**config.mk**
```make
export PLATFORM = sky130hd
export DESIGN_NAME = frame_time_window_stats_top_flat
export DESIGN_NICKNAME = d
export VERILOG_FILES = /design/src/hw/rtl/fts_pkg.sv /design/src/hw/rtl/fts_if.sv /design/src/hw/rtl/frame_time_window_stats_top.sv /design/src/hw/rtl/fts_cfg.sv /design/src/hw/rtl/fts_div.sv /design/src/hw/rtl/fts_stats.sv /design/src/flat_wrapper.sv
export VERILOG_INCLUDE_DIRS = /design/src /design/src/hw/rtl
export SDC_FILE = /design/constraint.sdc
export NUM_CORES = 2
export LEC_CHECK = 0
export ABC_AREA = 1
export BUFFER_PORTS_ARGS = -buffer_cell sky130_fd_sc_hd__buf_2
export CAP_MARGIN = 30
export CORE_AREA = 2 2 336 338
export DETAILED_ROUTE_END_ITERATION = 10
export DIE_AREA = 0 0 338 340
export PLACE_DENSITY = 0.83
export REMOVE_ABC_BUFFERS = 1
export SLEW_MARGIN = 0
export SYNTH_ARGS = -nofsm -noshare
export SYNTH_HDL_FRONTEND = slang
export SYNTH_SLANG_ARGS = --single-unit
```
**constraint.sdc**
```tcl
create_clock -name clk_i -period 20.3 [get_ports clk_i]
set_clock_uncertainty 0.1 [all_clocks]
set_input_delay 3.045 -clock clk_i [delete_from_list [all_inputs] [get_ports clk_i]]
set_output_delay 3.045 -clock clk_i [all_outputs]
set_load 0.02 [all_outputs]
```
**src/hw/rtl/frame_time_window_stats_top_defines.svh**
```systemverilog
// Assertion helpers used by fts_stats
`ifndef FRAME_TIME_WINDOW_STATS_TOP_DEFINES_SVH
`define FRAME_TIME_WINDOW_STATS_TOP_DEFINES_SVH

// checked outside reset
`define FTS_ASSERT(lbl, clk, rst_n, prop, msg) \
  lbl: assert property (@(posedge clk) disable iff (!rst_n) prop) else $error(msg);

// checked on every edge, reset included
`define FTS_ASSERT_ALWAYS(lbl, clk, prop, msg) \
  lbl: assert property (@(posedge clk) prop) else $error(msg);

`endif

```
**src/hw/rtl/fts_pkg.sv**
```systemverilog
package fts_pkg;

  localparam int unsigned TPS_W        = 20;
  localparam int unsigned CNT_REG_W    = 7;
  localparam int unsigned OUT_SUM_W    = 22;
  localparam int unsigned OUT_SAMPLE_W = 16;
  localparam int unsigned RATE_W       = 28;
  localparam int unsigned RATE_FRAC    = 8;
  localparam int unsigned APB_DATA_W   = 32;
  localparam int unsigned APB_ADDR_W   = 3;

  localparam logic [CNT_REG_W-1:0] RECENT_COUNT_RST = CNT_REG_W'(10);
  localparam logic [TPS_W-1:0]     TICKS_RST        = TPS_W'(1000);

  typedef enum logic {
    REG_RECENT_COUNT = 1'b0,
    REG_TICKS        = 1'b1
  } reg_idx_e;

  typedef enum logic [2:0] {
    ST_CLEAR,
    ST_IDLE,
    ST_WRITE,
    ST_WALK,
    ST_LOAD,
    ST_START,
    ST_WAIT,
    ST_OUT
  } fts_state_e;

  typedef enum logic [1:0] {
    RATE_NOW,
    RATE_AVERAGE,
    RATE_FASTEST,
    RATE_SLOWEST
  } rate_sel_e;

  typedef struct packed {
    logic [CNT_REG_W-1:0] recent_count;
    logic [TPS_W-1:0]     ticks_per_second;
  } fts_cfg_t;

  typedef struct packed {
    logic busy;
    logic done;
  } fts_div_stat_t;

  typedef struct packed {
    logic [OUT_SUM_W-1:0]    recent_sum;
    logic [OUT_SUM_W-1:0]    window_sum;
    logic [OUT_SAMPLE_W-1:0] window_min;
    logic [OUT_SAMPLE_W-1:0] window_max;
    logic [RATE_W-1:0]       rate_now;
    logic [RATE_W-1:0]       rate_average;
    logic [RATE_W-1:0]       rate_fastest;
    logic [RATE_W-1:0]       rate_slowest;
  } fts_result_t;

endpackage

```
**src/hw/rtl/fts_if.sv**
```systemverilog
interface fts_in_if #(
  parameter int unsigned SAMPLE_BITS = 16
) ();
  logic                   valid;
  logic                   ready;
  logic [SAMPLE_BITS-1:0] elapsed_ms;

  modport source (output valid, output elapsed_ms, input ready);
  modport sink   (input valid, input elapsed_ms, output ready);
endinterface

interface fts_out_if import fts_pkg::*; ();
  logic                    valid;
  logic                    ready;
  logic [OUT_SUM_W-1:0]    recent_sum;
  logic [OUT_SUM_W-1:0]    window_sum;
  logic [OUT_SAMPLE_W-1:0] window_min;
  logic [OUT_SAMPLE_W-1:0] window_max;
  logic [RATE_W-1:0]       rate_now;
  logic [RATE_W-1:0]       rate_average;
  logic [RATE_W-1:0]       rate_fastest;
  logic [RATE_W-1:0]       rate_slowest;

  modport source (
    output valid, output recent_sum, output window_sum, output window_min,
    output window_max, output rate_now, output rate_average, output rate_fastest,
    output rate_slowest, input ready
  );
  modport sink (
    input valid, input recent_sum, input window_sum, input window_min,
    input window_max, input rate_now, input rate_average, input rate_fastest,
    input rate_slowest, output ready
  );
endinterface

```
**src/hw/rtl/frame_time_window_stats_top.sv**
```systemverilog
// Flow: an input transfer is written into the ring, the ring is walked, then four rates are
//   divided (NUM_W = 35 at default parameters) before the result is valid; one item in flight.
// Throughput is set by the ring walk (one read a cycle) and four passes through the shared
//   bit-serial divider; no new input is taken until the result of the last one is loaded.
// Reset: asynchronous, active low; a clearing pass then writes ones into all
//   WINDOW_DEPTH ring entries, one a cycle, before the first input is taken.
module frame_time_window_stats_top import fts_pkg::*; #(
  parameter int unsigned WINDOW_DEPTH = 64,
  parameter int unsigned SAMPLE_BITS  = 16
) (
  input  logic                  clk_i,
  input  logic                  rst_ni,
  fts_in_if.sink                in_i,
  fts_out_if.source             out_o,
  input  logic                  psel,
  input  logic                  penable,
  input  logic                  pwrite,
  input  logic [APB_ADDR_W-1:0] paddr,
  input  logic [APB_DATA_W-1:0] pwdata,
  output logic [APB_DATA_W-1:0] prdata,
  output logic                  pready
);

  localparam int unsigned AW     = $clog2(WINDOW_DEPTH);
  localparam int unsigned CNT_W  = $clog2(WINDOW_DEPTH + 1);
  localparam int unsigned SUM_W  = SAMPLE_BITS + AW;
  localparam int unsigned NUM_W  = TPS_W + CNT_W + RATE_FRAC;

  fts_cfg_t          cfg;
  fts_div_stat_t     div_stat;
  fts_result_t       res;
  logic              div_start;
  logic [NUM_W-1:0]  div_num;
  logic [SUM_W-1:0]  div_den;
  logic [RATE_W-1:0] div_quot;

  assign pready = 1'b1;

  fts_cfg u_cfg (
    .clk_i     (clk_i),
    .rst_ni    (rst_ni),
    .psel_i    (psel),
    .penable_i (penable),
    .pwrite_i  (pwrite),
    .paddr_i   (paddr),
    .pwdata_i  (pwdata),
    .prdata_o  (prdata),
    .cfg_o     (cfg)
  );

  fts_div #(
    .NUM_W (NUM_W),
    .DEN_W (SUM_W)
  ) u_div (
    .clk_i   (clk_i),
    .rst_ni  (rst_ni),
    .start_i (div_start),
    .num_i   (div_num),
    .den_i   (div_den),
    .stat_o  (div_stat),
    .quot_o  (div_quot)
  );

  fts_stats #(
    .WINDOW_DEPTH (WINDOW_DEPTH),
    .SAMPLE_BITS  (SAMPLE_BITS)
  ) u_stats (
    .clk_i        (clk_i),
    .rst_ni       (rst_ni),
    .in_valid_i   (in_i.valid),
    .in_ready_o   (in_i.ready),
    .in_elapsed_i (in_i.elapsed_ms),
    .out_valid_o  (out_o.valid),
    .out_ready_i  (out_o.ready),
    .out_res_o    (res),
    .cfg_i        (cfg),
    .div_start_o  (div_start),
    .div_num_o    (div_num),
    .div_den_o    (div_den),
    .div_stat_i   (div_stat),
    .div_quot_i   (div_quot)
  );

  assign out_o.recent_sum   = res.recent_sum;
  assign out_o.window_sum   = res.window_sum;
  assign out_o.window_min   = res.window_min;
  assign out_o.window_max   = res.window_max;
  assign out_o.rate_now     = res.rate_now;
  assign out_o.rate_average = res.rate_average;
  assign out_o.rate_fastest = res.rate_fastest;
  assign out_o.rate_slowest = res.rate_slowest;

endmodule

```
**src/hw/rtl/fts_cfg.sv**
```systemverilog
module fts_cfg import fts_pkg::*; (
  input  logic                  clk_i,
  input  logic                  rst_ni,
  input  logic                  psel_i,
  input  logic                  penable_i,
  input  logic                  pwrite_i,
  input  logic [APB_ADDR_W-1:0] paddr_i,
  input  logic [APB_DATA_W-1:0] pwdata_i,
  output logic [APB_DATA_W-1:0] prdata_o,
  output fts_cfg_t              cfg_o
);

  logic [CNT_REG_W-1:0] count_q;
  logic [TPS_W-1:0]     tps_q;
  logic                 wr_en;
  reg_idx_e             reg_idx;

  assign wr_en   = psel_i & penable_i & pwrite_i;
  assign reg_idx = reg_idx_e'(paddr_i[2]);

  always_ff @(posedge clk_i or negedge rst_ni) begin
    if (!rst_ni) begin
      count_q <= RECENT_COUNT_RST;
      tps_q   <= TICKS_RST;
    end else if (wr_en) begin
      unique case (reg_idx)
        REG_RECENT_COUNT: count_q <= pwdata_i[CNT_REG_W-1:0];
        REG_TICKS:        tps_q   <= pwdata_i[TPS_W-1:0];
        default:          ;
      endcase
    end
  end

  always_comb begin
    unique case (reg_idx)
      REG_RECENT_COUNT: prdata_o = APB_DATA_W'(count_q);
      REG_TICKS:        prdata_o = APB_DATA_W'(tps_q);
      default:          prdata_o = '0;
    endcase
  end

  assign cfg_o.recent_count     = count_q;
  assign cfg_o.ticks_per_second = tps_q;

endmodule

```
**src/hw/rtl/fts_div.sv**
```systemverilog
module fts_div import fts_pkg::*; #(
  parameter int unsigned NUM_W = 35,
  parameter int unsigned DEN_W = 22,
  localparam int unsigned CW   = $clog2(NUM_W + 1)
) (
  input  logic              clk_i,
  input  logic              rst_ni,
  input  logic              start_i,
  input  logic [NUM_W-1:0]  num_i,
  input  logic [DEN_W-1:0]  den_i,
  output fts_div_stat_t     stat_o,
  output logic [RATE_W-1:0] quot_o
);

  logic              busy_q;
  logic              done_q;
  logic [CW-1:0]     cnt_q;
  logic [NUM_W-1:0]  num_q;
  logic [DEN_W-1:0]  den_q;
  logic [DEN_W-1:0]  rem_q;
  logic [RATE_W-1:0] quot_q;
  logic [DEN_W:0]    rem_sh;
  logic [DEN_W:0]    diff;
  logic              ge;
  logic [DEN_W-1:0]  rem_d;

  // restoring division, one quotient bit per cycle
  assign rem_sh = {rem_q, num_q[NUM_W-1]};
  assign diff   = rem_sh - {1'b0, den_q};
  assign ge     = rem_sh >= {1'b0, den_q};
  assign rem_d  = ge ? diff[DEN_W-1:0] : rem_sh[DEN_W-1:0];

  always_ff @(posedge clk_i or negedge rst_ni) begin
    if (!rst_ni) begin
      busy_q <= 1'b0;
      done_q <= 1'b0;
      cnt_q  <= '0;
    end else begin
      done_q <= 1'b0;
      if (start_i) begin
        busy_q <= 1'b1;
        cnt_q  <= CW'(NUM_W);
      end else if (busy_q) begin
        cnt_q <= cnt_q - CW'(1);
        if (cnt_q == CW'(1)) begin
          busy_q <= 1'b0;
          done_q <= 1'b1;
        end
      end
    end
  end

  always_ff @(posedge clk_i) begin
    if (start_i) begin
      num_q  <= num_i;
      den_q  <= den_i;
      rem_q  <= '0;
      quot_q <= '0;
    end else if (busy_q) begin
      num_q  <= {num_q[NUM_W-2:0], 1'b0};
      rem_q  <= rem_d;
      quot_q <= {quot_q[RATE_W-2:0], ge};
    end
  end

  assign stat_o.busy = busy_q;
  assign stat_o.done = done_q;
  assign quot_o      = quot_q;

endmodule

```
**src/hw/rtl/fts_stats.sv**
```systemverilog
`include "frame_time_window_stats_top_defines.svh"

module fts_stats import fts_pkg::*; #(
  parameter int unsigned WINDOW_DEPTH = 64,
  parameter int unsigned SAMPLE_BITS  = 16,
  localparam int unsigned AW     = $clog2(WINDOW_DEPTH),
  localparam int unsigned CNT_W  = $clog2(WINDOW_DEPTH + 1),
  localparam int unsigned SUM_W  = SAMPLE_BITS + AW,
  localparam int unsigned PROD_W = TPS_W + CNT_W,
  localparam int unsigned NUM_W  = PROD_W + RATE_FRAC
) (
  input  logic                   clk_i,
  input  logic                   rst_ni,
  input  logic                   in_valid_i,
  output logic                   in_ready_o,
  input  logic [SAMPLE_BITS-1:0] in_elapsed_i,
  output logic                   out_valid_o,
  input  logic                   out_ready_i,
  output fts_result_t            out_res_o,
  input  fts_cfg_t               cfg_i,
  output logic                   div_start_o,
  output logic [NUM_W-1:0]       div_num_o,
  output logic [SUM_W-1:0]       div_den_o,
  input  fts_div_stat_t          div_stat_i,
  input  logic [RATE_W-1:0]      div_quot_i
);

  localparam int unsigned CMP_W = (CNT_W > CNT_REG_W) ? CNT_W : CNT_REG_W;
  localparam logic [AW-1:0]    LAST_IDX  = AW'(WINDOW_DEPTH - 1);
  localparam logic [CNT_W-1:0] DEPTH_CNT = CNT_W'(WINDOW_DEPTH);

  fts_state_e             state_q, state_d;
  rate_sel_e              sel_q, sel_d;
  logic [AW-1:0]          wp_q, wp_d;
  logic [AW-1:0]          pos_q, pos_d;
  logic [CNT_W-1:0]       walk_q, walk_d;
  logic                   rd_vld_q, rd_vld_d;
  logic [AW-1:0]          rd_idx_q;
  logic [SAMPLE_BITS-1:0] rd_data_q;
  logic [SAMPLE_BITS-1:0] sample_q, sample_d;
  logic [SUM_W-1:0]       recent_q, recent_d;
  logic [SUM_W-1:0]       total_q, total_d;
  logic [SAMPLE_BITS-1:0] min_q, min_d;
  logic [SAMPLE_BITS-1:0] max_q, max_d;
  logic [NUM_W-1:0]       num_q, num_d;
  logic [SUM_W-1:0]       den_q, den_d;
  logic [RATE_W-1:0]      rate_q [4];
  logic                   out_valid_q, out_valid_d;
  logic                   out_load;
  fts_result_t            res_q;

  logic [SAMPLE_BITS-1:0] ring_mem [WINDOW_DEPTH];
  logic                   mem_we;
  logic [AW-1:0]          mem_waddr;
  logic [SAMPLE_BITS-1:0] mem_wdata;

  logic [CMP_W-1:0]       rc_ext;
  logic [CNT_W-1:0]       count_eff;
  logic [PROD_W-1:0]      factor;
  logic [PROD_W-1:0]      prod;
  logic                   in_fire;

  // recent count: zero reads as one, above the depth saturates
  assign rc_ext = CMP_W'(cfg_i.recent_count);
  always_comb begin
    if (rc_ext == '0) begin
      count_eff = CNT_W'(1);
    end else if (rc_ext > CMP_W'(WINDOW_DEPTH)) begin
      count_eff = DEPTH_CNT;
    end else begin
      count_eff = CNT_W'(rc_ext);
    end
  end

  assign in_ready_o = (state_q == ST_IDLE);
  assign in_fire    = in_valid_i & in_ready_o;

  // ring storage
  assign mem_we    = (state_q == ST_CLEAR) || (state_q == ST_WRITE);
  assign mem_waddr = (state_q == ST_CLEAR) ? pos_q : wp_q;
  assign mem_wdata = (state_q == ST_CLEAR) ? SAMPLE_BITS'(1) : sample_q;

  always_ff @(posedge clk_i) begin
    if (mem_we) begin
      ring_mem[mem_waddr] <= mem_wdata;
    end
    rd_data_q <= ring_mem[pos_q];
    rd_idx_q  <= walk_q[AW-1:0];
  end

  always_ff @(posedge clk_i or negedge rst_ni) begin
    if (!rst_ni) begin
      state_q     <= ST_CLEAR;
      sel_q       <= RATE_NOW;
      wp_q        <= '0;
      pos_q       <= '0;
      walk_q      <= '0;
      rd_vld_q    <= 1'b0;
      out_valid_q <= 1'b0;
    end else begin
      state_q     <= state_d;
      sel_q       <= sel_d;
      wp_q        <= wp_d;
      pos_q       <= pos_d;
      walk_q      <= walk_d;
      rd_vld_q    <= rd_vld_d;
      out_valid_q <= out_valid_d;
    end
  end

  always_ff @(posedge clk_i) begin
    sample_q <= sample_d;
    recent_q <= recent_d;
    total_q  <= total_d;
    min_q    <= min_d;
    max_q    <= max_d;
    num_q    <= num_d;
    den_q    <= den_d;
    if ((state_q == ST_WAIT) && div_stat_i.done) begin
      rate_q[sel_q] <= div_quot_i;
    end
    if (out_load) begin
      res_q.recent_sum   <= OUT_SUM_W'(recent_q);
      res_q.window_sum   <= OUT_SUM_W'(total_q);
      res_q.window_min   <= OUT_SAMPLE_W'(min_q);
      res_q.window_max   <= OUT_SAMPLE_W'(max_q);
      res_q.rate_now     <= rate_q[RATE_NOW];
      res_q.rate_average <= rate_q[RATE_AVERAGE];
      res_q.rate_fastest <= rate_q[RATE_FASTEST];
      res_q.rate_slowest <= rate_q[RATE_SLOWEST];
    end
  end

  // per-rate numerator factor and divisor
  always_comb begin
    unique case (sel_q)
      RATE_NOW: begin
        factor = PROD_W'(count_eff);
        den_d  = recent_q;
      end
      RATE_AVERAGE: begin
        factor = PROD_W'(DEPTH_CNT);
        den_d  = total_q;
      end
      RATE_FASTEST: begin
        factor = PROD_W'(1);
        den_d  = SUM_W'(min_q);
      end
      RATE_SLOWEST: begin
        factor = PROD_W'(1);
        den_d  = SUM_W'(max_q);
      end
      default: begin
        factor = '0;
        den_d  = '0;
      end
    endcase
  end

  assign prod = PROD_W'(cfg_i.ticks_per_second) * factor;

  always_comb begin
    state_d     = state_q;
    sel_d       = sel_q;
    wp_d        = wp_q;
    pos_d       = pos_q;
    walk_d      = walk_q;
    rd_vld_d    = 1'b0;
    sample_d    = sample_q;
    recent_d    = recent_q;
    total_d     = total_q;
    min_d       = min_q;
    max_d       = max_q;
    num_d       = num_q;
    div_start_o = 1'b0;
    out_load    = 1'b0;
    out_valid_d = out_valid_q & ~out_ready_i;

    unique case (state_q)
      ST_CLEAR: begin
        pos_d = pos_q + AW'(1);
        if (pos_q == LAST_IDX) begin
          state_d = ST_IDLE;
        end
      end
      ST_IDLE: begin
        if (in_fire) begin
          sample_d = (in_elapsed_i == '0) ? SAMPLE_BITS'(1) : in_elapsed_i;
          wp_d     = (wp_q == LAST_IDX) ? '0 : wp_q + AW'(1);
          state_d  = ST_WRITE;
        end
      end
      ST_WRITE: begin
        pos_d    = wp_q;
        walk_d   = '0;
        recent_d = '0;
        total_d  = '0;
        min_d    = '1;
        max_d    = '0;
        state_d  = ST_WALK;
      end
      ST_WALK: begin
        // walk backwards from the newest entry; read data is registered and arrives in the next cycle
        if (walk_q < DEPTH_CNT) begin
          rd_vld_d = 1'b1;
          walk_d   = walk_q + CNT_W'(1);
          pos_d    = (pos_q == '0) ? LAST_IDX : pos_q - AW'(1);
        end
        if (rd_vld_q) begin
          total_d = total_q + SUM_W'(rd_data_q);
          if (CNT_W'(rd_idx_q) < count_eff) begin
            recent_d = recent_q + SUM_W'(rd_data_q);
          end
          if (rd_data_q < min_q) begin
            min_d = rd_data_q;
          end
          if (rd_data_q > max_q) begin
            max_d = rd_data_q;
          end
          if (rd_idx_q == LAST_IDX) begin
            sel_d   = RATE_NOW;
            state_d = ST_LOAD;
          end
        end
      end
      ST_LOAD: begin
        num_d   = {prod, {RATE_FRAC{1'b0}}};
        state_d = ST_START;
      end
      ST_START: begin
        div_start_o = 1'b1;
        state_d     = ST_WAIT;
      end
      ST_WAIT: begin
        if (div_stat_i.done) begin
          unique case (sel_q)
            RATE_NOW:     sel_d = RATE_AVERAGE;
            RATE_AVERAGE: sel_d = RATE_FASTEST;
            RATE_FASTEST: sel_d = RATE_SLOWEST;
            RATE_SLOWEST: sel_d = RATE_NOW;
            default:      sel_d = RATE_NOW;
          endcase
          state_d = (sel_q == RATE_SLOWEST) ? ST_OUT : ST_LOAD;
        end
      end
      ST_OUT: begin
        if (!out_valid_q || out_ready_i) begin
          out_load    = 1'b1;
          out_valid_d = 1'b1;
          state_d     = ST_IDLE;
        end
      end
      default: state_d = ST_IDLE;
    endcase
  end

  assign div_num_o   = num_q;
  assign div_den_o   = den_q;
  assign out_valid_o = out_valid_q;
  assign out_res_o   = res_q;

  `FTS_ASSERT(a_out_from_seq, clk_i, rst_ni, $rose(out_valid_q) |-> $past(state_q) == ST_OUT, "result raised outside output step")
  `FTS_ASSERT(a_div_idle_start, clk_i, rst_ni, div_start_o |-> !div_stat_i.busy, "divider restarted while busy")
  `FTS_ASSERT(a_min_le_max, clk_i, rst_ni, (state_q == ST_LOAD && sel_q == RATE_NOW) |-> min_q <= max_q, "window minimum above maximum")
  `FTS_ASSERT_ALWAYS(a_wp_range, clk_i, wp_q <= LAST_IDX, "write pointer beyond ring")

endmodule
```
**src/flat_wrapper.sv**
```systemverilog
// flat-port wrapper written by rule: the top's interface ports become plain ports
module frame_time_window_stats_top_flat import fts_pkg::*;
#(
  parameter int unsigned WINDOW_DEPTH = 64,
  parameter int unsigned SAMPLE_BITS  = 16
)
  (clk_i, rst_ni, psel, penable, pwrite, paddr, pwdata, prdata, pready, in_i_valid, in_i_elapsed_ms, in_i_ready, out_o_valid, out_o_recent_sum, out_o_window_sum, out_o_window_min, out_o_window_max, out_o_rate_now, out_o_rate_average, out_o_rate_fastest, out_o_rate_slowest, out_o_ready);
  fts_in_if #(.SAMPLE_BITS(SAMPLE_BITS)) in_i_i ();
  fts_out_if out_o_i ();
  input  logic clk_i;
  input  logic rst_ni;
  input  logic psel;
  input  logic penable;
  input  logic pwrite;
  input  logic [APB_ADDR_W-1:0] paddr;
  input  logic [APB_DATA_W-1:0] pwdata;
  output logic [APB_DATA_W-1:0] prdata;
  output logic pready;
  input wire logic [$bits(in_i_i.valid)-1:0] in_i_valid;
  input wire logic [$bits(in_i_i.elapsed_ms)-1:0] in_i_elapsed_ms;
  output wire logic [$bits(in_i_i.ready)-1:0] in_i_ready;
  output wire logic [$bits(out_o_i.valid)-1:0] out_o_valid;
  output wire logic [$bits(out_o_i.recent_sum)-1:0] out_o_recent_sum;
  output wire logic [$bits(out_o_i.window_sum)-1:0] out_o_window_sum;
  output wire logic [$bits(out_o_i.window_min)-1:0] out_o_window_min;
  output wire logic [$bits(out_o_i.window_max)-1:0] out_o_window_max;
  output wire logic [$bits(out_o_i.rate_now)-1:0] out_o_rate_now;
  output wire logic [$bits(out_o_i.rate_average)-1:0] out_o_rate_average;
  output wire logic [$bits(out_o_i.rate_fastest)-1:0] out_o_rate_fastest;
  output wire logic [$bits(out_o_i.rate_slowest)-1:0] out_o_rate_slowest;
  input wire logic [$bits(out_o_i.ready)-1:0] out_o_ready;
  assign in_i_i.valid = in_i_valid;
  assign in_i_i.elapsed_ms = in_i_elapsed_ms;
  assign in_i_ready = in_i_i.ready;
  assign out_o_valid = out_o_i.valid;
  assign out_o_recent_sum = out_o_i.recent_sum;
  assign out_o_window_sum = out_o_i.window_sum;
  assign out_o_window_min = out_o_i.window_min;
  assign out_o_window_max = out_o_i.window_max;
  assign out_o_rate_now = out_o_i.rate_now;
  assign out_o_rate_average = out_o_i.rate_average;
  assign out_o_rate_fastest = out_o_i.rate_fastest;
  assign out_o_rate_slowest = out_o_i.rate_slowest;
  assign out_o_i.ready = out_o_ready;
  frame_time_window_stats_top #(.WINDOW_DEPTH(WINDOW_DEPTH), .SAMPLE_BITS(SAMPLE_BITS)) u_core (.clk_i(clk_i), .rst_ni(rst_ni), .in_i(in_i_i), .out_o(out_o_i), .psel(psel), .penable(penable), .pwrite(pwrite), .paddr(paddr), .pwdata(pwdata), .prdata(prdata), .pready(pready));
endmodule
```
==> out/results.ini <==
[run]
drv_cap = 0

[worst_setup_path]
cp_data_required_time_ps = 20740
critical_path.max_fanout = 37
path_class = flop to flop
cp-endpoint = u_core.u_stats.div_num_o[29]$_DFFE_PP_
slowest_stage = clkinv_1
startpoint = u_core.u_stats.sel_q[0]$_DFFE_PN0P_
cp.arrival_ps = 8180
max_stage_delay_ps = 680
crit_top_cell = nand2_1
r2r_cells = 26
endpoint_kind = flop
r2r-start = u_core.u_stats.sel_q[0]$_DFFE_PN0P_
r2r-end = u_core.u_stats.div_num_o[29]$_DFFE_PP_
ff2ff_setup_slack_ps = 12550
start_kind = flop

[clock_network]
h-tree-depth = 4
cts_hold_buf = 0
path_clk_slew_ps = 60
cts_tree = done
post_cts_buffers = 0
cts_resized = 0
clock_latency_ps = 810
cts_root_buf = clkbuf_16
cts.sinks = 1647
cts_buffers = 159
cts_max_path_buffers = 3

[route]
detail-route-antenna-nets = 0
avgRoutedWirePerCell_um = 22.2
finalWirelength_um = 179000
drtIter0Drc = 6336
via_per_inst = 6.10
dr.pass1.iters = 6
vias = 49313
drc = 0

[yosys]
synth-seq-cells = 1647
yosys_warnings = 0
synth_largest_area_cell = edfxtp_1
synth_edf_count = 1492
synth.top_cell.area_share = 0.624
yosys-top-cells-area = edfxtp_1 62%, nor2_1 5.5%, o21ai_0 4.8%
synthArstFlopShare = 0.0370
netlist_area_um2 = 71800
synth_common_cells = 1,492 x edfxtp_1, 1,056 x nor2_1, 867 x nand2_1
synthFlopType = edfxtp_1
synth_cell_types = 53
yosysMostFrequentCell = edfxtp_1
ys_seq_area_frac = 0.671
synthCells = 6200
avgSynthCellArea_um2 = 11.6

[global_route]
antenna_found_initial = 2
first_global_vias = 48291
grtUsageTotal = 0.311
grt_pass1_wl_um = 271000
overflow = 0
grt_max_degree = 196

[placement]
gp_congestion = 0.946
post-dp-hpwl_um = 108000
numPortBuffers = 253

[finish]
antennaDiodeCount = 0
area_delta_synth_final_pct = 11.6
n_fill_cell = 7101
fin_nets = 6844
final_core_util = 0.718
drive_gt1_frac = 0.105

[hold_path]
hold_path_class = flop to flop
hold-path-cell-count = 0

[sta]
finalSetupViolations = 0
rsz0062_at_grt = no
hold_viol = 0
fin_tns_setup_ps = 0
max_slew.worst_pin.slew_ps = 1020
fmax_ghz = 0.129
finalCritPeriodShare = 0.382
fin_crit_ps = 7750
max_slew_margin = 0.320
slew_viol_final = 0

[power_and_ir_drop]
power_density_nw_per_um2 = 98.6
ir_worst_vdd_mv = 0.104
leakage_nw = 28.5
p_total_mw = 7.90

[floorplanning]
fp.dieArea_um2 = 115000
dieHeight_um = 340
initial_core_util = 0.644
coreArea_um2 = 112000
num_rows = 123
io_pins = 281
die_w_um = 338

[run_status]
outcome = finished, final reports clean

## worst min path at each step
stage,to,start
CTS,u_core.u_stats.rd_idx_q[4]$_DFF_P_,u_core.u_stats.walk_q[4]$_DFFE_PN0P_
global route,u_core.u_stats.rd_idx_q[4]$_DFF_P_,u_core.u_stats.walk_q[4]$_DFFE_PN0P_
finish,u_core.u_div.den_q[0]$_DFFE_PP_,u_core.u_stats.div_den_o[0]$_DFF_P_
floorplan,u_core.u_stats.rd_idx_q[4]$_DFF_P_,u_core.u_stats.walk_q[4]$_DFFE_PN0P_
global placement,u_core.u_stats.rd_idx_q[4]$_DFF_P_,u_core.u_stats.walk_q[4]$_DFFE_PN0P_
detailed placement,u_core.u_stats.rd_idx_q[4]$_DFF_P_,u_core.u_stats.walk_q[4]$_DFFE_PN0P_
## cell type report
| class | count | area (um^2) | share of cell area |
|---|---|---|---|
| multi-input cells | 3799 | 20800 | 0.260 |
| clock buffers | 195 | 4150 | 0.0518 |
| clock inverters | 97 | 1040 | 0.0130 |
| flip-flops and latches | 1647 | 48200 | 0.602 |
| inverters | 478 | 1810 | 0.0225 |
| repair buffers | 373 | 2230 | 0.0279 |
| well taps | 1500 | 1880 | 0.0234 |
## sequential cells by signal (all words and copies together) (netlist names), 27 cells and up
signal                    count
u_core.u_div.num_q           27
u_core.u_stats.rate_q       112
out_o_rate_average           28
out_o_rate_slowest           27
u_core.u_div.quot_o          28
u_core.u_stats.out_res_o     77
u_core.u_stats.ring_mem    1024
out_o_rate_fastest           28
out_o_rate_now               28
u_core.u_stats.div_num_o     27
## critical path: cells and delay by family (launching register included)
family                   cells  cell delay [ps]
AO/OA/AOI/OAI                3              830
adder cells (fa/ha/maj)      9             3160
buffers and inverters        6             1680
flip-flops                   1              400
AND/OR/NAND/NOR              8             1330
## power by group
part | leakage, nW | switching, mW | internal, mW
Clock | 2.51 | 1.30 | 1.63
Combinational | 13.0 | 0.794 | 0.461
Sequential | 13.0 | 0.0142 | 3.70
## metal layers
layer	part of all wire	routed length, um	vias to the layer above	track usage
li1	-	-	22093	-
met5	0.000072	13	-	0
met1	0.36	64700	23657	0.404
met4	0.056	10100	2	0.174
met2	0.48	86400	2998	0.503
met3	0.10	18100	563	0.0514
## layout by cell type, fill, tap and decap left out, types with 12 or more instances in the layout
master / Yosys / routed
o22ai_1: 187 / 187
nor2_1: 1056 / 1019
ha_1: 239 / 239
clkinv_1: 6 / 44
bufinv_16: 0 / 12
clkinv_2: 0 / 25
buf_4: 21 / 114
clkbuf_1: 167 / 32
nor2_2: 4 / 21
nor2_4: 2 / 22
o21ai_0: 687 / 686
conb_1: 2 / 13
edfxtp_1: 1492 / 1492
xor2_1: 25 / 25
xnor2_1: 15 / 15
nand4_1: 38 / 38
a22oi_1: 29 / 29
and2_1: 14 / 14
clkbuf_16: 0 / 159
nand2_1: 867 / 867
dfrtp_1: 53 / 51
inv_1: 464 / 461
fa_1: 89 / 89
nor3_1: 31 / 27
a21oi_1: 212 / 210
o21ai_1: 47 / 47
buf_2: 81 / 253
dfxtp_1: 94 / 94
nand3_1: 140 / 140
## cell families after synthesis
logic type               after synthesis  share of synthesized area
XOR/XNOR                              40                    0.00488
flip-flops                          1647                      0.671
other                                  2                   0.000105
AO/OA/AOI/OAI                       1220                     0.0917
buffers and inverters                765                     0.0433
AND/OR/NAND/NOR                     2198                      0.122
adder cells (fa/ha/maj)              328                     0.0664
## per-stage QoR
stage | setup slack [ps] | cells | cell area (um^2) | hold WS, ps
global route | 12110 | 8089 | 80100 | 306
CTS | 12620 | 8088 | 80100 | 290
global placement | 12850 | 7793 | 74900 | 254
detailed placement | 12710 | 7796 | 74900 | 273
floorplan | 712 | 5924 | 70600 | 247
finish | 12550 | 8089 | 80100 | 284
Note: power is estimated with default switching activity, not from simulation.
